<file path="src/rtl/core/pwp_pkg.sv">
// Shared types and constants for the prefetch window planner.
// No dependencies; pwp_ctrl, pwp_dp and the top level import this package.
package pwp_pkg;

  // APB register indexes (byte address / 4)
  localparam logic [2:0] REG_CACHE_SLOTS   = 3'd0;
  localparam logic [2:0] REG_FILL_FRACTION = 3'd1;
  localparam logic [2:0] REG_BALANCE_MODE  = 3'd2;
  localparam logic [2:0] REG_TIME_COUNT    = 3'd3;
  localparam logic [2:0] REG_SECTION_COUNT = 3'd4;

  localparam logic [10:0] SLOTS_MAX = 11'd1024;

  localparam logic [1:0] FILL_SHIFT [3] = '{2'd0, 2'd1, 2'd2};

  typedef enum logic [1:0] {
    MODE_ALL   = 2'd0,
    MODE_ADJ   = 2'd1,
    MODE_FAVOR = 2'd2,
    MODE_ONLY  = 2'd3
  } pwp_mode_e;

  typedef struct packed {
    logic [10:0] cache_slots;
    logic [1:0]  fill_fraction;
    pwp_mode_e   balance_mode;
    logic [6:0]  time_count;
    logic [12:0] section_count;
  } pwp_cfg_t;

  typedef enum logic [4:0] {
    OP_NONE,
    OP_CLR,
    OP_CAPTURE,
    OP_BLANK_WR,
    OP_DIV_FILL_NT,
    OP_DIV_FILL_NADJ,
    OP_DIV_SPLIT,
    OP_DIV_LEFT,
    OP_SET_CS_QUOT,
    OP_SET_CS_FILL,
    OP_SET_BASE,
    OP_SHARE_CS,
    OP_SHARE_I,
    OP_SPLIT,
    OP_WALK_S,
    OP_WALK_E0,
    OP_WALK_E,
    OP_WALK_S2,
    OP_TAKE_S,
    OP_TAKE_E,
    OP_NLEFT,
    OP_I_INIT,
    OP_EMIT
  } pwp_op_e;

  typedef struct packed {
    logic      is_write;
    pwp_mode_e mode;
    logic      div_busy;
    logic      walk_busy;
    logic      wz_neg;
    logic      wz_hi;
    logic      left_need;
    logic      can_emit;
    logic      i_last;
    logic      clr_last;
  } pwp_stat_t;

  typedef enum logic [4:0] {
    ST_CLEAR,
    ST_IDLE,
    ST_DECODE,
    ST_CS_DIV,
    ST_P1_SHARE,
    ST_LIM_DIV,
    ST_LIM_DIVW,
    ST_WS_GO,
    ST_WS_W,
    ST_WE0_GO,
    ST_WE0_W,
    ST_WE_GO,
    ST_WE_W,
    ST_WS2_GO,
    ST_WS2_W,
    ST_LIM_END,
    ST_LEFT_DIV,
    ST_BASE_DIV,
    ST_P2_INIT,
    ST_P2_SHARE,
    ST_EMIT
  } pwp_state_e;

  function automatic logic [1:0] fill_shift(input logic [1:0] f);
    fill_shift = (f > 2'd2) ? FILL_SHIFT[2] : FILL_SHIFT[f];
  endfunction

endpackage

</file>
<file path="src/rtl/core/pwp_ctrl.sv">
// Sequencer for the planner: clearing pass, blank writes and the plan steps.
// Depends on pwp_pkg; drives pwp_dp through op codes and reads its status.
module pwp_ctrl
  import pwp_pkg::*;
(
  input  logic      clk_i,
  input  logic      rst_ni,
  input  logic      in_valid_i,
  input  pwp_stat_t stat_i,
  output pwp_op_e   op_o,
  output logic      in_ready_o
);

  pwp_state_e state_q, state_d;
  logic       pass2_q, pass2_d;

  always_ff @(posedge clk_i or negedge rst_ni) begin
    if (!rst_ni) begin
      state_q <= ST_CLEAR;
      pass2_q <= 1'b0;
    end else begin
      state_q <= state_d;
      pass2_q <= pass2_d;
    end
  end

  always_comb begin
    state_d    = state_q;
    pass2_d    = pass2_q;
    op_o       = OP_NONE;
    in_ready_o = 1'b0;
    unique case (state_q)
      ST_CLEAR: begin
        op_o = OP_CLR;
        if (stat_i.clr_last) state_d = ST_IDLE;
      end
      ST_IDLE: begin
        in_ready_o = 1'b1;
        if (in_valid_i) begin
          op_o    = OP_CAPTURE;
          state_d = ST_DECODE;
        end
      end
      ST_DECODE: begin
        pass2_d = 1'b0;
        if (stat_i.is_write) begin
          op_o    = OP_BLANK_WR;
          state_d = ST_IDLE;
        end else begin
          unique case (stat_i.mode)
            MODE_ALL: begin
              op_o    = OP_DIV_FILL_NT;
              state_d = ST_BASE_DIV;
            end
            MODE_ADJ: begin
              op_o    = OP_DIV_FILL_NADJ;
              state_d = ST_CS_DIV;
            end
            MODE_FAVOR: begin
              op_o    = OP_SET_CS_FILL;
              state_d = ST_P1_SHARE;
            end
            MODE_ONLY: begin
              op_o    = OP_SET_CS_FILL;
              state_d = ST_P2_INIT;
            end
            default: state_d = ST_IDLE;
          endcase
        end
      end
      ST_CS_DIV: begin
        if (!stat_i.div_busy) begin
          op_o    = OP_SET_CS_QUOT;
          state_d = ST_P1_SHARE;
        end
      end
      ST_P1_SHARE: begin
        op_o    = OP_SHARE_CS;
        state_d = ST_LIM_DIV;
      end
      ST_LIM_DIV: begin
        op_o    = OP_DIV_SPLIT;
        state_d = ST_LIM_DIVW;
      end
      ST_LIM_DIVW: begin
        if (!stat_i.div_busy) begin
          op_o    = OP_SPLIT;
          state_d = ST_WS_GO;
        end
      end
      ST_WS_GO: begin
        op_o    = OP_WALK_S;
        state_d = ST_WS_W;
      end
      ST_WS_W: begin
        if (!stat_i.walk_busy) begin
          op_o    = OP_TAKE_S;
          state_d = stat_i.wz_neg ? ST_WE0_GO : ST_WE_GO;
        end
      end
      ST_WE0_GO: begin
        op_o    = OP_WALK_E0;
        state_d = ST_WE0_W;
      end
      ST_WE0_W: begin
        if (!stat_i.walk_busy) begin
          op_o    = OP_TAKE_E;
          state_d = ST_LIM_END;
        end
      end
      ST_WE_GO: begin
        op_o    = OP_WALK_E;
        state_d = ST_WE_W;
      end
      ST_WE_W: begin
        if (!stat_i.walk_busy) begin
          op_o    = OP_TAKE_E;
          state_d = stat_i.wz_hi ? ST_WS2_GO : ST_LIM_END;
        end
      end
      ST_WS2_GO: begin
        op_o    = OP_WALK_S2;
        state_d = ST_WS2_W;
      end
      ST_WS2_W: begin
        if (!stat_i.walk_busy) begin
          op_o    = OP_TAKE_S;
          state_d = ST_LIM_END;
        end
      end
      ST_LIM_END: begin
        if (pass2_q) begin
          state_d = ST_EMIT;
        end else begin
          op_o    = OP_NLEFT;
          state_d = ST_LEFT_DIV;
        end
      end
      ST_LEFT_DIV: begin
        if (stat_i.left_need) begin
          op_o    = OP_DIV_LEFT;
          state_d = ST_BASE_DIV;
        end else begin
          state_d = ST_P2_INIT;
        end
      end
      ST_BASE_DIV: begin
        if (!stat_i.div_busy) begin
          op_o    = OP_SET_BASE;
          state_d = ST_P2_INIT;
        end
      end
      ST_P2_INIT: begin
        op_o    = OP_I_INIT;
        pass2_d = 1'b1;
        state_d = ST_P2_SHARE;
      end
      ST_P2_SHARE: begin
        op_o    = OP_SHARE_I;
        state_d = ST_LIM_DIV;
      end
      ST_EMIT: begin
        if (stat_i.can_emit) begin
          op_o    = OP_EMIT;
          state_d = stat_i.i_last ? ST_IDLE : ST_P2_SHARE;
        end
      end
      default: state_d = ST_IDLE;
    endcase
  end

endmodule

</file>
<file path="config.mk">
export PLATFORM = sky130hd
export DESIGN_NAME = pwp_ctrl
export DESIGN_NICKNAME = d
export VERILOG_FILES = /design/src/rtl/core/pwp_pkg.sv /design/src/rtl/core/pwp_ctrl.sv
export SDC_FILE = /design/constraint.sdc
export NUM_CORES = 1
export LEC_CHECK = 0
export ABC_CLOCK_PERIOD_IN_PS = 5400
export BUFFER_PORTS_ARGS = -buffer_cell sky130_fd_sc_hd__buf_2
export CORE_MARGIN = 2
export CORE_UTILIZATION = 58
export DETAILED_ROUTE_END_ITERATION = 10
export PLACE_DENSITY = 0.84
export SLEW_MARGIN = 20
export SYNTH_ARGS = -nofsm -noshare
export SYNTH_HDL_FRONTEND = slang
export SYNTH_SLANG_ARGS = --single-unit
</file>
<file path="constraint.sdc">
create_clock -name clk_i -period 5.4 [get_ports clk_i]
set_input_delay 0.81 -clock clk_i [delete_from_list [all_inputs] [get_ports clk_i]]
set_output_delay 0.81 -clock clk_i [all_outputs]
set_load 0.02 [all_outputs]
</file>
* Word-level counts from Yosys, hierarchy flattened
Cells that the tools add are included.
** Word-level totals
- Bits in registers :: 6
- Memory bits (writable) :: 0
- Bits in read-only memories :: 0
- Output and inout port bits :: 6
- Bits in latches :: 0
- Input port bits :: 14
- Memories :: 0
- Word-level logic and storage cells :: 74
** Operators by class
- Add/sub/neg operators :: 0
- Reductions and logical operators :: 9
- $lt $le $gt $ge :: 0
- $mul :: 0
- Bitwise gates (word level) :: 0
- Equality and inequality tests :: 32
- Multiplexer cells :: 31
- Div/mod/pow operators :: 0
- Shift operators :: 0
** Operators by type and width (count)
- case mux 5 bit (19 select lines) :: 2
- 2-to-1 mux 5 bit :: 16
- == test 5 x 4 -> 1 bit (second input constant) :: 8
- == test 5 bit (second input constant) :: 5
- == test 5 x 3 -> 1 bit (second input constant) :: 4
- case mux 5 bit (4 select lines) :: 1
- != test 2 bit (second input constant) :: 9
- case mux 5 bit (3 select lines) :: 1
- 2-to-1 mux 4 bit :: 3
- == test 5 x 2 -> 1 bit (second input constant) :: 2
- OR reduction 2 bit :: 5
- AND reduction 9 bit :: 1
- 2-to-1 mux 2 bit :: 4
- 2-to-1 mux 3 bit :: 2
- == test 5 x 1 -> 1 bit (second input constant) :: 1
- zero test 5 bit :: 1
- == test 2 bit (second input constant) :: 2
- == test 2 x 1 -> 1 bit (second input constant) :: 1
- zero test 2 bit :: 1
- case mux 1 bit (2 select lines) :: 1
- nonzero test 2 bit :: 1
- 2-to-1 mux 1 bit :: 1

* Longest topological paths before layout
Gate-level depths: netlist of the first run.
- Depth after elaboration :: 5
- Gate-level depth with buffers :: 7
- Depth with buffers taken out :: 5

* Worst setup path before layout of the first run
OpenSTA, ideal clock, no wires.
- Path type :: input to output
- From :: input port stat_i[6] (netlist bit)
- To :: output port op_o[0]
- Slack :: 2895 ps
- Required time :: 4590 ps
- Stages :: 4
- Data arrival time :: 1695 ps
- Path buffers :: 0
- Path through :: nor3b_1 a21oi_1 o32a_1 o221ai_1
** Between the ends
- Word-level cells in the longest chain between the ends :: 2
** RTL lines
- from (decl) :: RTL line pwp_ctrl.sv:9 : input pwp_stat_t stat_i,
- 2-to-1 mux 5 bit :: RTL line pwp_ctrl.sv:106, pwp_ctrl.sv:116
- case mux 5 bit (19 select lines) :: RTL line pwp_ctrl.sv:32 : unique case (state_q)
- to (decl) :: RTL line pwp_ctrl.sv:10 : output pwp_op_e op_o,
No other way between the ends.

* Worst setup path in the final report of the first run
- From :: register state_q[2]
- To :: output port op_o[2]
** Between the ends
- Word-level cells in the longest chain between the ends :: 3
- Elaborated cells between the ends (all ways) :: 24
- Those cells by class :: eq/ne (20); mux (1); reduce/logical (3)
** RTL lines
- from (decl) :: RTL line pwp_ctrl.sv:14 : pwp_state_e state_q, state_d;
- from (signal assigned) :: RTL line pwp_ctrl.sv:22 : state_q <= state_d;
- == test 5 x 4 -> 1 bit :: RTL line pwp_ctrl.sv:32
- OR reduction 2 bit (no source line)
- case mux 5 bit (19 select lines) * :: RTL line pwp_ctrl.sv:32
Every way passes the cells marked *; elsewhere a longest branch is shown, timed or not.

==> flow_metrics.env, run 1 <==
export IMPL_core_area_um2=1520
export IMPL_cp_start_kind="flip-flop"
export IMPL_final_common_cell="buf_2"
export IMPL_netlist_instances=137
export IMPL_layout_common_cells="buf_2, nand2_1, o21ai_0"
export IMPL_crit_path_max_fanout=27
export IMPL_drcViolationCount=0
export IMPL_criticalPathCategory="reg2out"
export IMPL_tns_ns=0
export IMPL_numCtsBuffers=3
export IMPL_layout_cells_non_filler=163
export IMPL_max_slew_margin=0.490
export IMPL_status="finished, final reports clean"
export IMPL_rows=14
export IMPL_syn_num_nets=155
export IMPL_diodes=0
export IMPL_nets=167
export IMPL_dp_cells=160
export IMPL_r2r_cells=5
export IMPL_drt_initial_drc_count=61
export IMPL_clock_path_buffers=2
export IMPL_ys_dominant_reg_cell="dfrtp_1"
export IMPL_grt_pass1_vias=993
export IMPL_ir_drop_mv=0.315
export IMPL_fillers=146
export IMPL_vias_per_cell=6.61
export IMPL_rsz0062_at_grt="false"
export IMPL_drt_total_wl_um=2530
export IMPL_die_area_um2=1970
export IMPL_vias=1077
export IMPL_finalSetupViolCount=0
export IMPL_syn_to_final_growth_pct=8.72
export IMPL_synth_cell_types=47
export IMPL_worst_ep_arrival_time_ns=2.12
export IMPL_drive_above_1_share=0.204
export IMPL_cts_sinks=6
export IMPL_initial_core_util=0.622
export IMPL_ys_ff_latch=6
export IMPL_worstSkewPairLatency_ns=0.25
export IMPL_maxCapViolations=0
export IMPL_crit_start="state_q[2]"
export IMPL_grt_pass1_wl_um=4160
export IMPL_cts_tree="yes"
export IMPL_drv_slew=0
export IMPL_seq_area_frac_synth=0.159
export IMPL_grt_max_degree=28
export IMPL_skew_ns=0.0103
export IMPL_synth_edf_count=0
export IMPL_track_usage=0.281
export IMPL_ctsResizeCount=0
export IMPL_critPathRequiredTime_ns=4.59
export IMPL_hold_buffers=0
export IMPL_avgSynthCellArea_um2=6.91
export IMPL_overflow=0
export IMPL_die_h_um=44.4
export IMPL_finalCriticalPeriod_ns=2.93
export IMPL_hold_violations=0
export IMPL_cts_root_buf="clkbuf_4"
export IMPL_drt_pass1_iter_count=4
export IMPL_clkTransAtPathRegs_ns=0.05
export IMPL_drtAntennaViolNets=0
export IMPL_cts_setup_buffers=0
export IMPL_place_congestion=0.991
export IMPL_end_kind="output pin"
export IMPL_final_core_util=0.676
export IMPL_portBuffers=19
export IMPL_fp_dieW_um=44.4
export IMPL_max_slew_worst_pin_slew_ns=0.766
export IMPL_antenna_found_initial=0
export IMPL_p_leak_nw=0.449
export IMPL_pin_count=20
export IMPL_synth_async_reset_ratio=1.00
export IMPL_wl_per_cell_um=15.5
export IMPL_hpwl_um=1800
export IMPL_yosys_warnings=0
export IMPL_reg2reg_from="state_q[2]"
export IMPL_power_density_nw_per_um2=640
export IMPL_netlist_area_um2=947
export IMPL_hold_path_class="in2async"
export IMPL_fin_crit_sh=0.543
export IMPL_htree_levels=1
export IMPL_fmax_mhz=341
per-layer routing:
layer | track usage | vias to the layer above | wire length, um
li1 | - | 520 | -
met1 | 0.377 | 473 | 991
met2 | 0.441 | 75 | 1180
met3 | 0.0653 | 9 | 295
met4 | 0.0970 | 0 | 61
met5 | 0 | - | 0
layout make-up:
cell class | instances | area [um^2] | area share
multi-input combinational | 111 | 712 | 0.691
sequential | 6 | 150 | 0.146
timing repair buffer | 19 | 95.1 | 0.0923
inverter | 8 | 30.0 | 0.0292
clock buffer | 3 | 22.5 | 0.0219
tap | 16 | 20.0 | 0.0194
registers in the layout (all words and copies together) (netlist names):
signal,count
pass2_q,1
state_q,5
worst paths after layout:
path	slack [ns]	endpoint
worst max register to register	3.05	state_q[0]
max in group asynchronous	4.86	state_q[1]
worst max-delay path	2.47	op_o[2]
worst min register to register	0.53	pass2_q
worst min-delay path	0.38	state_q[2]
min in group clk_i	0.53	pass2_q
power breakdown:
| group | switching (mW) | total (mW) | internal [mW] |
|---|---|---|---|
| Combinational | 0.235 | 0.441 | 0.206 |
| Sequential | 0.111 | 0.177 | 0.0657 |
| Clock | 0.0162 | 0.0413 | 0.0251 |
| Total | 0.363 | 0.659 | 0.297 |
Yosys cell counts (3+ instances only):
| library cell | number | share of area |
|---|---|---|
| dfrtp_1 | 6 | 0.16 |
| nor2_1 | 10 | 0.040 |
| a21oi_1 | 8 | 0.042 |
| o22ai_1 | 3 | 0.020 |
| nor2b_1 | 5 | 0.033 |
| inv_1 | 8 | 0.032 |
| o2111ai_1 | 4 | 0.037 |
| nand3b_1 | 3 | 0.024 |
| nand2_1 | 18 | 0.071 |
| o21ai_0 | 13 | 0.069 |
| nor3_1 | 4 | 0.021 |
| nand3_1 | 3 | 0.016 |
| buf_1 | 4 | 0.016 |
| clkbuf_1 | 5 | 0.020 |
| ha_1 | 4 | 0.053 |
cell families (layout without fill, tap and decap cells):
| group | after synthesis | in the layout | synth area share |
|---|---|---|---|
| AND/OR/NAND/NOR | 61 | 61 | 0.350 |
| AO/OA/AOI/OAI | 41 | 41 | 0.291 |
| buffers and inverters | 20 | 30 | 0.0898 |
| flip-flops | 6 | 6 | 0.159 |
| adder cells (fa/ha/maj) | 4 | 4 | 0.0528 |
| multiplexers | 3 | 3 | 0.0396 |
| XOR/XNOR | 2 | 2 | 0.0185 |
critical path, cell delays in order (launching register included):
cell and delay (ns):
dfrtp_1 0.83, nor2b_1 0.30, o21ai_0 0.12, nor2_1 0.11, o21ai_0 0.15, o2111ai_1 0.15, buf_2 0.20
metrics by stage:
| stage | hold slack (ns) | instance area [um^2] | power, mW | setup slack [ns] |
|---|---|---|---|---|
| after floorplan | 0.478 | 947 | 0.513 | 2.90 |
| after global placement | 0.512 | 1010 | 0.600 | 2.79 |
| after detailed placement | 0.525 | 1010 | 0.607 | 2.74 |
| after CTS | 0.377 | 1030 | 0.651 | 2.52 |
| after global routing | 0.385 | 1030 | 0.713 | 2.23 |
| final | 0.379 | 1030 | 0.659 | 2.47 |
(Power assumes the default switching activity.)
==> run 2: changes to the inputs <==
- ABC_CLOCK_PERIOD_IN_PS: 5400 -> 2500
- CORE_UTILIZATION: 58 -> 49
- PLACE_DENSITY: 0.84 -> 0.76
- clock period: 5.4 -> 2.5 ns (I/O delays scaled with it)
==> flow_metrics.env, run 2 (synthesized netlist as in run 1, its figures left out) <==
export IMPL_maxCapViolations=0
export IMPL_worstSkewPairLatency_ns=0.24
export IMPL_dp_cells=175
export IMPL_htree_levels=1
export IMPL_largest_register_ffs=5
export IMPL_drt_total_wl_um=2690
export IMPL_hpwl_um=2050
export IMPL_skew_ns=0.000166
export IMPL_drtAntennaViolNets=0
export IMPL_rows=15
export IMPL_rsz0062_at_grt="false"
export IMPL_grt_pass1_wl_um=4110
export IMPL_numCtsBuffers=3
export IMPL_p_comb_frac=0.758
export IMPL_place_congestion=0.933
export IMPL_p_sw_mw=0.820
export IMPL_finalSetupViolCount=0
export IMPL_intPower_mw=0.700
export IMPL_drv_slew=0
export IMPL_cts_tree="yes"
export IMPL_drt_initial_drc_count=77
export IMPL_cp_start_kind="flip-flop"
export IMPL_crit_slowest_cell="dfrtp_1"
export IMPL_dp_slack_ns=0.430
export IMPL_fin_ws_ns=0.137
export IMPL_core_area_um2=1760
export IMPL_drive_above_1_share=0.234
export IMPL_die_h_um=48.0
export IMPL_hold_path_class="in2async"
export IMPL_layout_common_cells="buf_2, nand2_1, o21ai_0"
export IMPL_seqPwrFrac=0.185
export IMPL_vias_per_cell=6.25
export IMPL_layout_cells_non_filler=179
export IMPL_r2r_slack_ns=0.35
export IMPL_fmax_mhz=423
export IMPL_fin_crit_sh=0.945
export IMPL_critPathMostFrequentCell="o21ai_0"
export IMPL_initial_core_util=0.537
export IMPL_drt_pass1_iter_count=4
export IMPL_final_core_util=0.621
export IMPL_syn_to_final_growth_pct=15.7
export IMPL_overflow=0
export IMPL_diodes=0
export IMPL_antenna_found_initial=0
export IMPL_hold_violations=0
export IMPL_status="finished, final reports clean"
export IMPL_drcViolationCount=0
export IMPL_cp_cell_sequence="buf_4 -> nor2b_1 -> o21ai_0 -> nor2_1 -> o21ai_0 -> o2111ai_1 -> buf_2"
export IMPL_die_area_um2=2300
export IMPL_critPathRequiredTime_ns=2.12
export IMPL_cts_sinks=6
export IMPL_wl_per_cell_um=15.0
export IMPL_max_slew_margin=0.669
export IMPL_pin_count=20
export IMPL_worstSetupPathDepth=7
export IMPL_worst_ep_arrival_time_ns=1.99
export IMPL_nets=174
export IMPL_ctsResizeCount=0
export IMPL_path_delay_family="flip-flops"
export IMPL_criticalPathCategory="reg2out"
export IMPL_crit_path_max_fanout=17
export IMPL_end_kind="output pin"
export IMPL_switching_share=0.540
export IMPL_clock_power_share=0.057
export IMPL_clkTransAtPathRegs_ns=0.04
export IMPL_grt_max_degree=18
export IMPL_power_density_nw_per_um2=1390
export IMPL_clock_path_buffers=2
export IMPL_fp_dieW_um=48.0
export IMPL_critical_path_max_stage_delay_ns=0.54
export IMPL_finalCriticalPeriod_ns=2.36
export IMPL_final_common_cell="buf_2"
export IMPL_portBuffers=19
export IMPL_track_usage=0.248
export IMPL_holdWs_ns=0.489
export IMPL_reg_top3="state_q x5, pass2_q x1"
export IMPL_p_leak_nw=0.483
export IMPL_tns_ns=0
export IMPL_ir_drop_mv=0.619
export IMPL_vias=1118
export IMPL_r2r_cells=6
export IMPL_max_slew_worst_pin_slew_ns=0.490
export IMPL_grt_pass1_vias=920
export IMPL_cp_buffers_inverters=2
export IMPL_regMostFlops="state_q"
export IMPL_cts_root_buf="clkbuf_4"
run 2: cell types whose count changed in the layout (fill, tap and decap cells not counted):
| cell | delta |
|---|---|
| buf_4 | +6 |
| dlygate4sd3_1 | +1 |
run 2: through the flow:
| step | cell area (um^2) | power (mW) |
|---|---|---|
| 2_1_floorplan | 947 | 1.11 |
| 3_3_place_gp | 1060 | 1.39 |
| 3_5_place_dp | 1060 | 1.40 |
| 4_1_cts | 1100 | 1.50 |
| 5_1_grt | 1100 | 1.63 |
| 6_report | 1100 | 1.52 |
run 2: metal layers:
metal  wire length (um)  global-route usage  vias to the layer above
met4                 36              0.0378                        0
met3                237              0.0453                        6
met1               1200               0.364                      505
li1                   -                   -                      537
met5                  0                   0                        -
met2               1210               0.381                       70
run 2: final cells by class:
type                            instances  area [um^2]
Fill cell                             173          668
Sequential cell                         6          150
Clock buffer                            3         22.5
Timing Repair Buffer                   26          150
Tap cell                               25         31.3
Inverter                                8         30.0
Multi-Input combinational cell        111          712
run 2: timing repair:
action	4_1_cts	5_1_grt
endpoints found under the hold margin	6	0
buffers inserted	0	0
hold buffers	1	0
endpoints found under the setup margin	0	0
run 2: power by group through the flow:
stage / Sequential (mW) / Combinational (mW) / Clock (mW)
6_report: 0.282 / 1.15 / 0.0868
5_1_grt: 0.290 / 1.25 / 0.0991
4_1_cts: 0.274 / 1.13 / 0.0898
3_5_place_dp: 0.276 / 1.13 / 0
3_3_place_gp: 0.273 / 1.12 / 0
2_1_floorplan: 0.169 / 0.940 / 0
run 2: final timing paths:
check                                start    endpoint
worst max-delay path            state_q[2]     op_o[2]
worst min-delay path                rst_ni  state_q[1]
worst max register to register  state_q[0]  state_q[1]
worst min register to register     pass2_q     pass2_q
max in group asynchronous           rst_ni  state_q[4]
min in group clk_i              stat_i[10]  state_q[0]
run 2: worst register-to-register path: stages, from the launching register on:
cell and delay, ns:
dfrtp_1 0.50, buf_4 0.23, nor2b_1 0.22, and2_1 0.23
nand2b_1 0.14, o311ai_0 0.50, mux2_2 0.27
==> run 3: changes to the inputs <==
- ABC_CLOCK_PERIOD_IN_PS: 2500 -> 3000
- CORE_UTILIZATION: 49 -> 58
- PLACE_DENSITY: 0.76 -> 0.84
- clock period: 2.5 -> 3 ns (I/O delays scaled with it)
==> flow_metrics.env, run 3 (synthesized netlist as in run 1, its figures left out) <==
export IMPL_r2r_cells=5
export IMPL_p_leak_nw=0.454
export IMPL_ctsResizeCount=0
export IMPL_intPower_mw=0.542
export IMPL_p_comb_frac=0.685
export IMPL_clock_path_buffers=2
export IMPL_skew_ns=0.00383
export IMPL_clock_power_share=0.060
export IMPL_vias_per_cell=6.59
export IMPL_worst_ep_arrival_time_ns=2.14
export IMPL_grt_pass1_vias=1023
export IMPL_power_density_nw_per_um2=1170
export IMPL_drt_initial_drc_count=56
export IMPL_drv_slew=0
export IMPL_pin_count=20
export IMPL_max_slew_worst_pin_slew_ns=0.759
export IMPL_largest_register_ffs=5
export IMPL_drive_above_1_share=0.209
export IMPL_nets=168
export IMPL_max_slew_margin=0.494
export IMPL_switching_share=0.551
export IMPL_finalCriticalPeriod_ns=2.59
export IMPL_cp_start_kind="flip-flop"
export IMPL_final_area_um2=1040
export IMPL_syn_to_final_growth_pct=9.51
export IMPL_fp_dieW_um=44.4
export IMPL_end_kind="output pin"
export IMPL_critPathRequiredTime_ns=2.55
export IMPL_place_area_um2=1010
export IMPL_fin_crit_sh=0.862
export IMPL_regMostFlops="state_q"
export IMPL_grt_pass1_wl_um=4530
export IMPL_overflow=0
export IMPL_status="finished, final reports clean"
export IMPL_drcViolationCount=0
export IMPL_die_area_um2=1970
export IMPL_cts_sinks=6
export IMPL_critical_path_max_stage_delay_ns=0.74
export IMPL_cts_root_buf="clkbuf_4"
export IMPL_layout_common_cells="buf_2, nand2_1, o21ai_0"
export IMPL_htree_levels=1
export IMPL_drtAntennaViolNets=0
export IMPL_clkTransAtPathRegs_ns=0.04
export IMPL_cp_cell_sequence="nor2b_1 -> and2_1 -> nand2b_1 -> o221ai_1 -> buf_2"
export IMPL_track_usage=0.307
export IMPL_criticalPathCategory="reg2out"
export IMPL_antenna_found_initial=0
export IMPL_initial_core_util=0.622
export IMPL_crit_slowest_cell="dfrtp_1"
export IMPL_worstSkewPairLatency_ns=0.24
export IMPL_drt_pass1_iter_count=4
export IMPL_tns_ns=0
export IMPL_layout_cells_non_filler=164
export IMPL_hold_path_class="in2async"
export IMPL_cts_setup_buffers=0
export IMPL_grt_max_degree=28
export IMPL_final_core_util=0.681
export IMPL_hold_buffers=0
export IMPL_maxCapViolations=0
export IMPL_core_area_um2=1520
export IMPL_drt_total_wl_um=2560
export IMPL_place_congestion=1.02
export IMPL_vias=1081
export IMPL_total_power_mw=1.21
export IMPL_fillers=136
export IMPL_fmax_mhz=387
export IMPL_p_sw_mw=0.666
export IMPL_final_common_cell="buf_2"
export IMPL_multi_input_area_um2=712
export IMPL_die_h_um=44.4
export IMPL_seqPwrFrac=0.255
export IMPL_crit_path_max_fanout=23
export IMPL_reg_top3="state_q x5, pass2_q x1"
export IMPL_portBuffers=19
export IMPL_wl_per_cell_um=15.6
export IMPL_cts_tree="yes"
export IMPL_layout_area_seq_um2=150
export IMPL_finalSetupViolCount=0
export IMPL_rsz0062_at_grt="false"
export IMPL_dp_cells=161
export IMPL_numCtsBuffers=3
export IMPL_ir_drop_mv=0.745
export IMPL_hpwl_um=1910
export IMPL_diodes=0
export IMPL_rows=14
export IMPL_hold_violations=0
-- run 3: changes by cell type in the layout (fill, tap and decap cells not counted) --
cell           before  now
dlygate4sd3_1       1    0
buf_4               6    1
-- run 3: metrics by stage --
stage / setup slack [ns] / hold slack [ns]
final: 0.414 / 0.0197
after global routing: 0.206 / 0.0172
after CTS: 0.468 / 0.0191
after detailed placement: 0.683 / 0.280
after global placement: 0.746 / 0.278
after floorplan: 0.868 / 0.154
-- run 3: worst paths after layout --
kind,to,slack (ns),startpoint
worst max-delay path,op_o[3],0.41,state_q[1]
worst min-delay path,state_q[4],0.02,rst_ni
worst max register to register,state_q[0],0.65,state_q[2]
worst min register to register,pass2_q,0.52,pass2_q
max in group asynchronous,pass2_q,2.84,rst_ni
min in group clk_i,pass2_q,0.52,pass2_q
-- run 3: power groups by stage --
| stage | Combinational (mW) | Sequential (mW) | Clock (mW) |
|---|---|---|---|
| floorplan | 0.783 | 0.141 | 0 |
| global placement | 0.798 | 0.296 | 0 |
| detailed placement | 0.813 | 0.301 | 0 |
| CTS | 0.816 | 0.300 | 0.0760 |
| global route | 0.911 | 0.326 | 0.0831 |
| finish | 0.828 | 0.308 | 0.0731 |
-- run 3: layout make-up --
type,count,area share
timing repair buffer,20,0.0989
sequential,6,0.145
clock buffer,3,0.0217
inverter,8,0.0290
tap,16,0.0193
multi-input combinational,111,0.686
-- run 3: layer usage --
layer	track usage	vias up	wire length [um]	part of all wire
met5	0	-	0	0
li1	-	519	-	-
met4	0.0909	0	37	0.014
met1	0.420	494	1080	0.42
met3	0.0612	6	229	0.089
met2	0.488	62	1220	0.48
-- run 3: worst max-delay path: cells and delay by family, from the launching register on --
kind	cells	cell delay, ns
buf+inv	1	0.21
simple gates	3	0.70
compound gates	1	0.23
flops	1	0.74
